`src/hdl/vkp_pkg.sv`:
```
// Shared types and constants for the VPD keyword list parser.
`timescale 1ns / 1ps

package vkp_pkg;

    localparam int BYTE_W = 8;
    localparam int NAME_W = 16;
    localparam int LEN_W  = 16;

    localparam logic [NAME_W-1:0] END_KEYWORD_RST = 16'h5046;
    localparam logic [BYTE_W-1:0] LONG_PREFIX_RST = 8'h23;

    // Configuration register indexes
    localparam logic CFG_END_KEYWORD = 1'b0;
    localparam logic CFG_LONG_PREFIX = 1'b1;

    typedef enum logic [1:0] {
        ROLE_NAME    = 2'd0,
        ROLE_LENGTH  = 2'd1,
        ROLE_VALUE   = 2'd2,
        ROLE_IGNORED = 2'd3
    } role_t;

    typedef struct packed {
        logic [NAME_W-1:0] end_keyword;
        logic [BYTE_W-1:0] long_prefix;
    } cfg_t;

    typedef struct packed {
        logic              list_done;
        logic              value_end;
        logic [LEN_W-1:0]  value_offset;
        logic [BYTE_W-1:0] value_byte;
        logic [NAME_W-1:0] keyword_name;
        role_t             byte_role;
    } result_t;

endpackage

```
`src/hdl/vkp_cfg.sv`:
```
// Configuration registers: terminator keyword and long-length prefix.
`timescale 1ns / 1ps

module vkp_cfg
(
    input  logic                      clk,
    input  logic                      rst_n,
    input  logic                      cfg_we,
    input  logic                      cfg_index,
    input  logic [vkp_pkg::NAME_W-1:0] cfg_wdata,
    output vkp_pkg::cfg_t             cfg
);

    logic [vkp_pkg::NAME_W-1:0] end_keyword_reg;
    logic [vkp_pkg::BYTE_W-1:0] long_prefix_reg;

    always_ff @(posedge clk or negedge rst_n)
    begin
        if (!rst_n)
        begin
            end_keyword_reg <= vkp_pkg::END_KEYWORD_RST;
            long_prefix_reg <= vkp_pkg::LONG_PREFIX_RST;
        end
        else if (cfg_we)
        begin
            unique case (cfg_index)
                vkp_pkg::CFG_END_KEYWORD: end_keyword_reg <= cfg_wdata;
                vkp_pkg::CFG_LONG_PREFIX: long_prefix_reg <= cfg_wdata[vkp_pkg::BYTE_W-1:0];
                default: ;
            endcase
        end
    end

    assign cfg.end_keyword = end_keyword_reg;
    assign cfg.long_prefix = long_prefix_reg;

endmodule

```
`src/hdl/vkp_fsm.sv`:
```
// Keyword list state machine: labels one byte per transfer.
`timescale 1ns / 1ps

module vkp_fsm
(
    input  logic                       clk,
    input  logic                       rst_n,
    input  vkp_pkg::cfg_t              cfg,
    input  logic                       advance,
    input  logic [vkp_pkg::BYTE_W-1:0] data_byte,
    input  logic                       list_start,
    output vkp_pkg::result_t           result
);

    typedef enum logic [2:0] {
        PH_IDLE  = 3'd0,
        PH_NAME0 = 3'd1,
        PH_NAME1 = 3'd2,
        PH_LEN0  = 3'd3,
        PH_LEN1  = 3'd4,
        PH_VALUE = 3'd5
    } phase_t;

    phase_t                     phase_reg,  phase_next, phase_cur;
    logic [vkp_pkg::NAME_W-1:0] name_reg,   name_next;
    logic                       long_reg,   long_next;
    logic [vkp_pkg::LEN_W-1:0]  length_reg, length_next;
    logic [vkp_pkg::LEN_W-1:0]  count_reg,  count_next;
    logic [vkp_pkg::LEN_W-1:0]  count_inc;

    assign phase_cur = list_start ? PH_NAME0 : phase_reg;
    assign count_inc = count_reg + 16'd1;

    always_comb
    begin
        phase_next          = phase_cur;
        name_next           = name_reg;
        long_next           = long_reg;
        length_next         = length_reg;
        count_next          = count_reg;
        result.byte_role    = vkp_pkg::ROLE_IGNORED;
        result.keyword_name = '0;
        result.value_byte   = data_byte;
        result.value_offset = '0;
        result.value_end    = 1'b0;
        result.list_done    = 1'b0;

        unique case (phase_cur)
            PH_NAME0:
            begin
                name_next           = {data_byte, 8'h00};
                result.byte_role    = vkp_pkg::ROLE_NAME;
                result.keyword_name = name_next;
                phase_next          = PH_NAME1;
            end
            PH_NAME1:
            begin
                name_next           = {name_reg[15:8], data_byte};
                result.byte_role    = vkp_pkg::ROLE_NAME;
                result.keyword_name = name_next;
                // terminator check takes priority over the long-length prefix
                if (name_next == cfg.end_keyword)
                begin
                    result.list_done = 1'b1;
                    phase_next       = PH_IDLE;
                end
                else
                begin
                    long_next   = (name_reg[15:8] == cfg.long_prefix);
                    length_next = '0;
                    phase_next  = PH_LEN0;
                end
            end
            PH_LEN0:
            begin
                result.byte_role    = vkp_pkg::ROLE_LENGTH;
                result.keyword_name = name_reg;
                length_next         = {8'h00, data_byte};
                if (long_reg)
                    phase_next = PH_LEN1;
                else if (length_next == '0)
                begin
                    result.value_end = 1'b1;
                    phase_next       = PH_NAME0;
                end
                else
                begin
                    count_next = '0;
                    phase_next = PH_VALUE;
                end
            end
            PH_LEN1:
            begin
                result.byte_role    = vkp_pkg::ROLE_LENGTH;
                result.keyword_name = name_reg;
                length_next         = {data_byte, length_reg[7:0]};
                if (length_next == '0)
                begin
                    result.value_end = 1'b1;
                    phase_next       = PH_NAME0;
                end
                else
                begin
                    count_next = '0;
                    phase_next = PH_VALUE;
                end
            end
            PH_VALUE:
            begin
                result.byte_role    = vkp_pkg::ROLE_VALUE;
                result.keyword_name = name_reg;
                result.value_offset = count_reg;
                if (count_inc == length_reg)
                begin
                    result.value_end = 1'b1;
                    phase_next       = PH_NAME0;
                end
                else
                    count_next = count_inc;
            end
            default:
                phase_next = PH_IDLE;
        endcase
    end

    always_ff @(posedge clk or negedge rst_n)
    begin
        if (!rst_n)
        begin
            phase_reg  <= PH_IDLE;
            name_reg   <= '0;
            long_reg   <= 1'b0;
            length_reg <= '0;
            count_reg  <= '0;
        end
        else if (advance)
        begin
            phase_reg  <= phase_next;
            name_reg   <= name_next;
            long_reg   <= long_next;
            length_reg <= length_next;
            count_reg  <= count_next;
        end
    end

endmodule

```
`src/hdl/vkp_out.sv`:
```
// Result register with a skid stage towards the output stream.
`timescale 1ns / 1ps

module vkp_out
(
    input  logic             clk,
    input  logic             rst_n,
    input  logic             push,
    input  vkp_pkg::result_t push_data,
    output logic             push_ready,
    output logic             out_valid,
    input  logic             out_ready,
    output vkp_pkg::result_t out_data
);

    logic             main_valid_reg;
    logic             skid_valid_reg;
    vkp_pkg::result_t main_reg;
    vkp_pkg::result_t skid_reg;
    logic             pop;
    logic             load_main;

    assign pop        = main_valid_reg && out_ready;
    assign push_ready = !skid_valid_reg;
    assign load_main  = push && (!main_valid_reg || pop);

    always_ff @(posedge clk or negedge rst_n)
    begin
        if (!rst_n)
        begin
            main_valid_reg <= 1'b0;
            skid_valid_reg <= 1'b0;
        end
        else if (push)
        begin
            main_valid_reg <= 1'b1;
            if (!load_main)
                skid_valid_reg <= 1'b1;
        end
        else if (pop)
        begin
            // refill from the skid stage or drain
            main_valid_reg <= skid_valid_reg;
            skid_valid_reg <= 1'b0;
        end
    end

    always_ff @(posedge clk)
    begin
        if (load_main)
            main_reg <= push_data;
        else if (!push && pop && skid_valid_reg)
            main_reg <= skid_reg;
        if (push && !load_main)
            skid_reg <= push_data;
    end

    assign out_valid = main_valid_reg;
    assign out_data  = main_reg;

endmodule

```
`src/hdl/vpd_keyword_tlv_parser.sv`:
```
// Top level of the VPD keyword list parser.
//
//   port group  dir  transfer holds
//   s_*         in   one raw list byte, list start flag
//   m_*         out  one labelled byte result per input byte
//   cfg_*       in   register write, no read-back
//
// One byte is accepted per cycle while s_tready is high; its result is
// registered. The only loop is the phase and counter update, a 16-bit
// increment and compare. A two-entry output stage (result plus skid) keeps
// s_tready high while one result is stalled; it drops only when both are
// full. Reset leaves the parser ignoring bytes until a list start.
`timescale 1ns / 1ps

module vpd_keyword_tlv_parser
(
    input  logic        clk,
    input  logic        rst_n,
    input  logic        s_tvalid,
    output logic        s_tready,
    input  logic [7:0]  s_tdata,   // [7:0] data_byte
    input  logic [0:0]  s_tuser,   // [0] list_start
    output logic        m_tvalid,
    input  logic        m_tready,
    output logic [39:0] m_tdata,   // [15:0] keyword_name, [23:16] value_byte, [39:24] value_offset
    output logic        m_tlast,   // value_end
    output logic [2:0]  m_tuser,   // [1:0] byte_role, [2] list_done
    input  logic        cfg_we,
    input  logic        cfg_index,
    input  logic [15:0] cfg_wdata
);

    vkp_pkg::cfg_t    cfg;
    vkp_pkg::result_t result;
    vkp_pkg::result_t out_data;
    logic             accept;

    assign accept = s_tvalid && s_tready;

    vkp_cfg u_cfg
    (
        .clk       (clk),
        .rst_n     (rst_n),
        .cfg_we    (cfg_we),
        .cfg_index (cfg_index),
        .cfg_wdata (cfg_wdata),
        .cfg       (cfg)
    );

    vkp_fsm u_fsm
    (
        .clk        (clk),
        .rst_n      (rst_n),
        .cfg        (cfg),
        .advance    (accept),
        .data_byte  (s_tdata),
        .list_start (s_tuser[0]),
        .result     (result)
    );

    vkp_out u_out
    (
        .clk        (clk),
        .rst_n      (rst_n),
        .push       (accept),
        .push_data  (result),
        .push_ready (s_tready),
        .out_valid  (m_tvalid),
        .out_ready  (m_tready),
        .out_data   (out_data)
    );

    assign m_tdata = {out_data.value_offset, out_data.value_byte, out_data.keyword_name};
    assign m_tlast = out_data.value_end;
    assign m_tuser = {out_data.list_done, out_data.byte_role};

endmodule

```
`config.mk`:
```
export PLATFORM = sky130hd
export DESIGN_NAME = vpd_keyword_tlv_parser
export DESIGN_NICKNAME = d
export VERILOG_FILES = /design/src/hdl/vkp_pkg.sv /design/src/hdl/vkp_cfg.sv /design/src/hdl/vkp_fsm.sv /design/src/hdl/vkp_out.sv /design/src/hdl/vpd_keyword_tlv_parser.sv
export SDC_FILE = /design/constraint.sdc
export NUM_CORES = 1
export LEC_CHECK = 0
export ABC_AREA = 1
export BUFFER_PORTS_ARGS = -buffer_cell sky130_fd_sc_hd__buf_2
export CORE_UTILIZATION = 50
export DETAILED_ROUTE_END_ITERATION = 7
export GPL_ROUTABILITY_DRIVEN = 0
export GPL_TIMING_DRIVEN = 0
export PLACE_DENSITY = 0.72
export SYNTH_ARGS = -nofsm -noshare
export SYNTH_HDL_FRONTEND = slang
export SYNTH_SLANG_ARGS = --single-unit
export TNS_END_PERCENT = 50
```
`constraint.sdc`:
```
create_clock -name clk -period 3.6 [get_ports clk]
set_input_delay 0.54 -clock clk [delete_from_list [all_inputs] [get_ports clk]]
set_output_delay 0.54 -clock clk [all_outputs]
set_load 0.02 [all_outputs]
```
==> impl_metrics.env, run 1 <==
export IMPL_clock_latency_ps=440
export IMPL_dr_pass1_iters=6
export IMPL_path_cells="inv_1 > nand2_1 > nor2_1 > inv_2 > clkbuf_1 > nand2_2"
export IMPL_hpwlAfterDp_um=13400
export IMPL_synth_top_family_by_area="simple AND/OR/NAND/NOR gates"
export IMPL_synth_seq_cells=166
export IMPL_wirelength_um=18600
export IMPL_setup_viol=0
export IMPL_gr_usage_met2_pct=35.7
export IMPL_max_stage_delay_ps=770
export IMPL_wl_per_cell_um=15.2
export IMPL_seq_area_frac_synth_pct=57.4
export IMPL_synthMuxAreaShare_pct=0.702
export IMPL_fin_crit_sh_pct=84.1
export IMPL_pre_cts_ws_ps=337
export IMPL_drc=0
export IMPL_detail_route_vias_per_cell=5.26
export IMPL_grt_pass1_wl_um=30000
export IMPL_synthesis_nets=937
export IMPL_die_width_um=129
export IMPL_syn_inst=905
export IMPL_synth_flop_cell="edfxtp_1"
export IMPL_whs_endpoint="u_cfg.end_keyword_reg[10]"
export IMPL_setup_tns_ps=0
export IMPL_die_h_um=129
export IMPL_htreeDepth=4
export IMPL_overflow=0
export IMPL_hold_viol=0
export IMPL_drt_iter0_drc=732
export IMPL_start_util_pct=52.0
export IMPL_rsz0062_at_grt="no"
export IMPL_tritoncts="done"
export IMPL_worst_pin_slew_ps=910
export IMPL_powerDensity_nw_per_um2=642
export IMPL_grt_max_degree=69
export IMPL_synthXorXnorAreaFrac_pct=2.37
export IMPL_grt_antenna_before_repair=0
export IMPL_crit_family="simple AND/OR/NAND/NOR gates"
export IMPL_synthToLayoutAreaGrowth_pct=15.8
export IMPL_p_total_mw=5.97
export IMPL_hold_path_depth=2
export IMPL_die_area_um2=16600
export IMPL_cts_buffers=17
export IMPL_path_buf_inv=3
export IMPL_io_pins=77
export IMPL_nFillCells=1325
export IMPL_p_leak_nw=4.19
export IMPL_grt_usage_pct=24.1
export IMPL_dp_cells=1194
export IMPL_regToRegStartpoint="u_out.skid_valid_reg"
export IMPL_synth_compound_area_share_pct=6.44
export IMPL_core_region_area_um2=15400
export IMPL_relSlewSlack_pct=39.1
export IMPL_outcome="completed"
export IMPL_ir_drop_uv=384
export IMPL_cp_required_ps=3660
export IMPL_min_path_type="input pin to register"
export IMPL_hold_ws_ps=332
export IMPL_num_rows=45
export IMPL_layout_nets=1035
export IMPL_setup_ws_ps=571
export IMPL_fin_cells=1227
export IMPL_post_route_min_period_ps=3030
export IMPL_port_buffers=76
export IMPL_min_from="cfg_wdata[10]"
export IMPL_setup_worst_path_class="register to register"
export IMPL_synth_edff_count=88
export IMPL_rr_worst_depth=6
export IMPL_async_flop_share_pct=47.0
export IMPL_cts_root_buf="clkbuf_16"
export IMPL_yosysTopAreaCell="edfxtp_1"
export IMPL_vias=6449
export IMPL_postLayoutCellArea_um2=9300
export IMPL_cts_buffer_depth=2
export IMPL_max_cap_violations=0
export IMPL_synth_area_um2=8030
export IMPL_yosys_area_top_type_share_pct=32.9
export IMPL_synth_simple_area_share_pct=27.2
export IMPL_drive_gt1_share_pct=15.7
export IMPL_dpl_cell_area_um2=8730
export IMPL_fin_util_pct=60.3
export IMPL_arrival_ps=3080
export IMPL_cts_sinks=166
export IMPL_detail_route_antenna_nets=0
export IMPL_endpoint_kind="register"
export IMPL_reg2reg_to="u_out.out_data[38]"
export IMPL_critPathMaxFanout=44
export IMPL_clkTransAtPathRegs_ps=60
export IMPL_grt_pass1_vias=5788
export IMPL_slew_violations=0
export IMPL_synthTopCellsByArea="edfxtp_1 33%, dfrtp_1 22%, nand2_1 14%"
export IMPL_cts_resized=0
export IMPL_max_freq_mhz=330
export IMPL_synth_avg_cell_area_um2=8.87
export IMPL_yosys_warnings=0
export IMPL_rrSetupSlack_ps=570
export IMPL_synth_fa_ha_area_share_pct=0.156
export IMPL_gr_max_usage_layer="met2"
export IMPL_clock_skew_ps=11.2
export IMPL_use_met3_pct=5.03
export IMPL_startpoint_type="register"
export IMPL_synth_cell_types=39
export IMPL_cpMaxStageDelayCell="nand2_2"
export IMPL_use_met1_pct=35.4
export IMPL_insertedDiodeCount=0
[Yosys cell counts (2+ instances only)]
cell and n:
nand2_1 310, inv_1 93, edfxtp_1 88, dfrtp_1 70, o21ai_0 66, nor2_1 61
nand3_1 52, nand4_1 31, clkbuf_1 19, o22ai_1 17, a21oi_1 11, xnor2_1 10
nand2_2 9, xor2_1 9, dfstp_2 8, nor4_1 6, mux2_2 5, nor2_2 5
or2_2 5, nor2_4 4, inv_2 3, a31oi_1 2, buf_2 2, nand3_4 2
nand3b_1 2, nor3_1 2
[kinds of logic (layout without fill, tap and decap cells)]
group	Yosys count	after routing
compound gates	98	98
xor+xnor	20	20
fa+ha+maj	1	1
buf+inv	119	230
flops	166	166
mux	5	5
simple gates	496	496
[final cells by class]
cell class / count / area [um^2] / area share, %
buffer: 22 / 96.3 / 1.04
clock buffer: 23 / 492 / 5.29
clock inverter: 9 / 65.1 / 0.700
inverter: 97 / 364 / 3.92
multi-input combinational: 620 / 2970 / 32.0
sequential: 166 / 4600 / 49.5
tap: 211 / 264 / 2.84
timing repair buffer: 79 / 440 / 4.74
[power breakdown]
part | internal (mW) | leakage (nW) | total [mW] | switching [mW]
Combinational | 0.484 | 2.07 | 1.56 | 1.08
Clock | 0.969 | 0.280 | 1.71 | 0.739
Sequential | 2.51 | 1.84 | 2.70 | 0.193
Total | 3.96 | 4.19 | 5.97 | 2.01
[timing repair]
action,CTS,global route
endpoints found under the hold margin,10,0
setup buffers,0,0
hold buffers,1,0
endpoints found under the setup margin,0,0
[cell usage in the layout (no fill, tap or decap), types with 2 or more instances in the layout]
cell / count
a21oi_1: 11
a31oi_1: 2
buf_2: 77
clkbuf_1: 20
clkbuf_16: 18
clkbuf_2: 2
clkbuf_8: 2
clkinv_2: 2
clkinv_4: 2
dfrtp_1: 70
dfstp_2: 8
edfxtp_1: 88
inv_1: 93
inv_2: 3
inv_4: 2
inv_6: 2
mux2_2: 5
nand2_1: 309
nand2_2: 10
nand3_1: 52
nand3_4: 2
nand3b_1: 2
nand4_1: 31
nor2_1: 60
nor2_2: 5
nor2_4: 5
nor3_1: 2
nor4_1: 6
o21ai_0: 66
o22ai_1: 17
or2_2: 5
xnor2_1: 10
xor2_1: 9
[metal layers]
layer  part of all wire (%)  up-vias  wire (um)
met5                      0        -          0
met4                    1.5        0        286
met3                    5.8       20       1080
met2                     45      211       8390
met1                     48     3034       8850
li1                       -     3184          -
[worst max path at each step]
stage | depth (start not counted) | to | slack [ps] | from
final | 6 | u_out.out_data[38] | 570 | u_out.skid_valid_reg
after global routing | 6 | u_out.out_data[36] | 350 | u_out.skid_valid_reg
after CTS | 6 | u_out.out_data[38] | 500 | u_out.skid_valid_reg
after detailed placement | 6 | u_out.out_data[36] | 340 | s_tvalid
after global placement | 4 | u_out.skid_reg[40] | -730 | s_tvalid
after floorplan | 4 | u_out.skid_reg[0] | 270 | u_out.skid_valid_reg
No activity file was read; power rests on OpenSTA's default activity.
==> run 2: changes to the inputs <==
==> constraint.sdc (replaced) <==
create_clock -name clk -period 3.1 [get_ports clk]
set_input_delay 0.465 -clock clk [delete_from_list [all_inputs] [get_ports clk]]
set_output_delay 0.465 -clock clk [all_outputs]
set_load 0.02 [all_outputs]
==> run 2 against run 1 <==
Net effect: sequential cell count did not move; fmax up 8.0%; combinational power increased by 17%; worst hold slack worse by 80 ps; via count about the same; clock skew is 8.6 ps higher; final cell count unchanged; critical path type unchanged; critical endpoint unchanged.
==> impl_metrics.env, run 2 (synthesis results as in run 1) <==
export IMPL_die_h_um=129
export IMPL_insertedDiodeCount=0
export IMPL_cts_buffers=17
export IMPL_max_freq_mhz=357
export IMPL_post_cts_repair_setup_buffers=0
export IMPL_pre_cts_ws_ps=-26.7
export IMPL_wl_per_cell_um=15.0
export IMPL_min_path_type="input pin to register"
export IMPL_vias=6451
export IMPL_layout_nets=1035
export IMPL_p_total_mw=7.08
export IMPL_overflow=0
export IMPL_detail_route_antenna_nets=0
export IMPL_critPathMaxFanout=44
export IMPL_cp_required_ps=3170
export IMPL_p_leak_nw=4.20
export IMPL_cts_sinks=166
export IMPL_drive_gt1_share_pct=15.6
export IMPL_clock_latency_ps=440
export IMPL_drc=0
export IMPL_setup_tns_ps=0
export IMPL_htreeDepth=4
export IMPL_grt_pass1_wl_um=30000
export IMPL_worst_pin_slew_ps=725
export IMPL_cts_buffer_depth=2
export IMPL_dr_pass1_iters=7
export IMPL_port_buffers=76
export IMPL_grt_antenna_before_repair=0
export IMPL_tritoncts="done"
export IMPL_setup_ws_ps=295
export IMPL_grt_usage_pct=24.2
export IMPL_clkTransAtPathRegs_ps=70
export IMPL_setup_viol=0
export IMPL_die_area_um2=16600
export IMPL_die_width_um=129
export IMPL_hold_ws_ps=252
export IMPL_drt_iter0_drc=511
export IMPL_powerDensity_nw_per_um2=758
export IMPL_startpoint_type="register"
export IMPL_slew_violations=0
export IMPL_setup_worst_path_class="register to register"
export IMPL_core_region_area_um2=15400
export IMPL_dp_cells=1194
export IMPL_postLayoutCellArea_um2=9340
export IMPL_rsz0062_at_grt="no"
export IMPL_hpwlAfterDp_um=13300
export IMPL_arrival_ps=2880
export IMPL_final_common_cell="nand2_1"
export IMPL_synthToLayoutAreaGrowth_pct=16.4
export IMPL_ir_drop_uv=469
export IMPL_num_rows=45
export IMPL_dpl_cell_area_um2=8730
export IMPL_detail_route_vias_per_cell=5.26
export IMPL_cts_root_buf="clkbuf_16"
export IMPL_rr_worst_depth=6
export IMPL_fin_cells=1227
export IMPL_relSlewSlack_pct=51.5
export IMPL_hold_path_depth=2
export IMPL_final_cell_mix="309 x nand2_1, 93 x inv_1, 88 x edfxtp_1"
export IMPL_fin_crit_sh_pct=90.5
export IMPL_clock_skew_ps=19.7
export IMPL_post_route_min_period_ps=2800
export IMPL_max_cap_violations=0
export IMPL_wirelength_um=18400
export IMPL_fin_util_pct=60.5
export IMPL_hold_viol=0
export IMPL_grt_pass1_vias=5825
export IMPL_start_util_pct=52.0
export IMPL_io_pins=77
export IMPL_grt_max_degree=67
export IMPL_endpoint_kind="register"
export IMPL_outcome="completed"
[run 2: changes by cell type in the layout (fill, tap and decap cells not counted), moves of 2 or more]
| cell | previous run | this run |
|---|---|---|
| bufinv_16 | 0 | 2 |
| clkbuf_2 | 2 | 0 |
| clkbuf_8 | 2 | 0 |
| clkinv_1 | 1 | 3 |
| clkinv_2 | 2 | 0 |
| inv_4 | 2 | 0 |
| inv_8 | 0 | 4 |
[run 2: final cells by class]
class | instances | area (um^2)
Buffer | 22 | 96.3
Clock buffer | 17 | 425
Clock inverter | 15 | 168
Fill cell | 1372 | 6090
Inverter | 97 | 364
Multi-Input combinational cell | 620 | 2980
Sequential cell | 166 | 4600
Tap cell | 211 | 264
Timing Repair Buffer | 79 | 440
[run 2: repair_timing]
item / in CTS / in global routing
hold buffers: 1 / 0
setup endpoints to repair: 0 / 44
resized for setup: 0 / 1
endpoints found under the hold margin: 12 / 0
[run 2: layer usage]
layer | routed length [um] | vias up | track usage (%)
met2 | 8230 | 239 | 35.4
met1 | 8420 | 2995 | 35.4
met4 | 439 | 0 | 9.90
met3 | 1350 | 35 | 4.66
li1 | - | 3182 | -
met5 | 0 | - | 0
[run 2: report_power, final]
part / switching [mW] / internal, mW
clock network: 0.918 / 1.21
logic: 1.25 / 0.564
registers: 0.230 / 2.91
[run 2: final timing paths]
check                                     startpoint                         to  slack (ps)
max in group asynchronous                      rst_n  u_cfg.end_keyword_reg[12]        2050
worst max-delay path            u_out.skid_valid_reg         u_out.out_data[38]         300
worst max register to register  u_out.skid_valid_reg         u_out.out_data[38]         300
min in group asynchronous                      rst_n         u_fsm.count_reg[9]         430
worst min-delay path                   cfg_wdata[11]  u_cfg.end_keyword_reg[11]         250
worst min register to register    u_fsm.phase_reg[2]         u_fsm.phase_reg[2]         480
[run 2: worst max-delay path, cell delays in order (launching register included)]
cell	delay [ps]
dfrtp_1	380
inv_1	90
nand2_1	240
nor2_1	620
inv_2	210
clkbuf_1	360
nand2_4	510
==> run 3: changes to the inputs <==
--- a/config.mk
+++ b/config.mk
@@ -11,7 +11,8 @@
 export DETAILED_ROUTE_END_ITERATION = 7
 export GPL_ROUTABILITY_DRIVEN = 0
 export GPL_TIMING_DRIVEN = 0
-export PLACE_DENSITY = 0.72
+export PLACE_DENSITY = 0.71
+export SLEW_MARGIN = 15
 export SYNTH_ARGS = -nofsm -noshare
 export SYNTH_HDL_FRONTEND = slang
 export SYNTH_SLANG_ARGS = --single-unit
==> constraint.sdc (replaced) <==
create_clock -name clk -period 2.3 [get_ports clk]
set_input_delay 0.345 -clock clk [delete_from_list [all_inputs] [get_ports clk]]
set_output_delay 0.345 -clock clk [all_outputs]
set_load 0.02 [all_outputs]
==> run 3 against run 2 <==
Net effect: setup slack worse by 290 ps; first-iteration DRC count grew 14%; non-clock buffer count increased by 17; core utilization increased by 2.1 points; clock power is 29% higher; sequential power up 35%; worst hold slack worse by 110 ps; sequential share of layout area shrank 1.5 points; sequential cell count did not move; register-to-register slack worse by 290 ps; final cell count rose by 1.6%; critical path depth grew 8; highest routed layer unchanged.
==> impl_metrics.env, run 3 (synthesis results as in run 1) <==
export IMPL_outcome="completed"
export IMPL_pre_cts_ws_ps=-757
export IMPL_wl_per_cell_um=15.5
export IMPL_rrSetupSlack_ps=8
export IMPL_die_h_um=129
export IMPL_grt_pass1_vias=5994
export IMPL_whs_endpoint="u_cfg.end_keyword_reg[9]"
export IMPL_post_route_min_period_ps=2290
export IMPL_reg2reg_to="u_fsm.count_reg[13]"
export IMPL_worst_pin_slew_ps=789
export IMPL_comb_power_share_pct=26.7
export IMPL_powerDensity_nw_per_um2=985
export IMPL_fin_cells=1247
export IMPL_power_share_clock_pct=28.9
export IMPL_fin_crit_sh_pct=99.6
export IMPL_num_rows=45
export IMPL_min_path_type="input pin to register"
export IMPL_endpoint_kind="register"
export IMPL_cts_root_buf="clkbuf_16"
export IMPL_seqPwrFrac_pct=44.4
export IMPL_min_from="cfg_wdata[9]"
export IMPL_drive_gt1_share_pct=20.8
export IMPL_critPathMaxFanout=6
export IMPL_io_pins=77
export IMPL_grt_usage_pct=24.3
export IMPL_tritoncts="done"
export IMPL_arrival_ps=2650
export IMPL_die_area_um2=16600
export IMPL_p_total_mw=9.52
export IMPL_cp_required_ps=2660
export IMPL_switching_share_pct=33.9
export IMPL_htreeDepth=4
export IMPL_clkTransAtPathRegs_ps=70
export IMPL_regToRegStartpoint="u_fsm.count_reg[1]"
export IMPL_relSlewSlack_pct=47.2
export IMPL_clock_skew_ps=10.1
export IMPL_max_freq_mhz=436
export IMPL_final_cell_mix="298 x nand2_1, 92 x inv_1, 88 x edfxtp_1"
export IMPL_setup_ws_ps=8.47
export IMPL_port_buffers=76
export IMPL_postLayoutCellArea_um2=9660
export IMPL_fin_util_pct=62.6
export IMPL_cts_buffer_depth=2
export IMPL_cts_buffers=17
export IMPL_vias=6615
export IMPL_grt_pass1_wl_um=30500
export IMPL_wirelength_um=19400
export IMPL_drt_iter0_drc=584
export IMPL_start_util_pct=52.0
export IMPL_dp_cells=1193
export IMPL_synthToLayoutAreaGrowth_pct=20.4
export IMPL_final_common_cell="nand2_1"
export IMPL_drc=0
export IMPL_setup_worst_path_class="register to register"
export IMPL_ir_drop_uv=745
export IMPL_dpl_cell_area_um2=8710
export IMPL_rr_worst_depth=14
export IMPL_setup_viol=0
export IMPL_grt_antenna_before_repair=0
export IMPL_hold_viol=0
export IMPL_detail_route_vias_per_cell=5.30
export IMPL_grt_max_degree=62
export IMPL_detail_route_antenna_nets=0
export IMPL_power_switching_mw=3.23
export IMPL_hold_path_depth=2
export IMPL_max_cap_violations=0
export IMPL_layout_nets=1055
export IMPL_hpwlAfterDp_um=13300
export IMPL_insertedDiodeCount=0
export IMPL_clock_latency_ps=430
export IMPL_internal_power_mw=6.29
export IMPL_dr_pass1_iters=5
export IMPL_slew_violations=0
export IMPL_rsz0062_at_grt="yes"
export IMPL_die_width_um=129
export IMPL_p_leak_nw=4.29
export IMPL_overflow=0
export IMPL_core_region_area_um2=15400
export IMPL_cts_sinks=166
export IMPL_startpoint_type="register"
==> run 3: stage by stage <==
stage | hold WS, ps | TNS, ps
floorplan | 49.4 | -5450
global placement | 468 | -42330
detailed placement | 250 | -42550
CTS | 133 | -7000
global route | 138 | -2120
finish | 141 | 0
==> run 3: metal layers <==
metal  wire length, um  part of all wire (%)  up-vias  track usage (%)
met2              8710                    45      224             36.7
met4               341                   1.8        0             7.47
met5                 0                     0        -                0
met3              1320                   6.8       34             4.07
met1              9010                    46     3127             36.0
li1                  -                     -     3230                -
==> run 3: final cells by class <==
| class | count | area [um^2] |
|---|---|---|
| plain buffers | 22 | 105 |
| fillers | 1322 | 5760 |
| multi-input cells | 623 | 3150 |
| well taps | 211 | 264 |
| clock buffers | 22 | 497 |
| clock inverters | 10 | 80.1 |
| inverters | 97 | 364 |
| repair buffers | 96 | 587 |
| flip-flops and latches | 166 | 4620 |
==> run 3: critical path: stages (launching register included) <==
cell      delay (ps)
dfrtp_2          430
ha_4             200
or2_2            310
nand3b_1         110
nand2_1           80
nor2_2           100
nand3_1          100
nor2_2           130
nand2_2           80
nor2_4           120
nand3_4          160
nand3_4          150
buf_8            140
nand2_1           50
nand2_1           70
==> run 3: power groups by stage <==
stage          Combinational (mW)  Sequential (mW)  Clock, mW
2_1_floorplan                1.40             4.53          0
3_3_place_gp                 2.36             4.27          0
3_5_place_dp                 2.40             4.28          0
4_1_cts                      2.46             4.22       2.78
5_1_grt                      2.86             4.29       2.89
6_report                     2.55             4.23       2.75
==> run 3: worst max-delay path by stage <==
stage	from	to	slack, ps	cells past startpoint
final	u_fsm.count_reg[1]	u_fsm.count_reg[13]	8	14
after global placement	u_out.skid_valid_reg	u_out.out_data[40]	-750	6
after global routing	u_fsm.count_reg[4]	u_fsm.count_reg[13]	-140	16
after detailed placement	u_out.skid_valid_reg	u_out.out_data[40]	-760	6
after floorplan	u_out.skid_valid_reg	u_out.out_data[0]	-120	6
after CTS	u_out.skid_valid_reg	u_out.out_data[32]	-160	6
==> run 3: what timing repair did <==
action / 4_1_cts / 5_1_grt
buffers inserted: 5 / 11
hold buffers: 1 / 0
endpoints found under the setup margin: 117 / 87
cloned: 3 / 2
endpoints found under the hold margin: 17 / 0
pin swaps: 2 / 23
resized for setup: 11 / 45
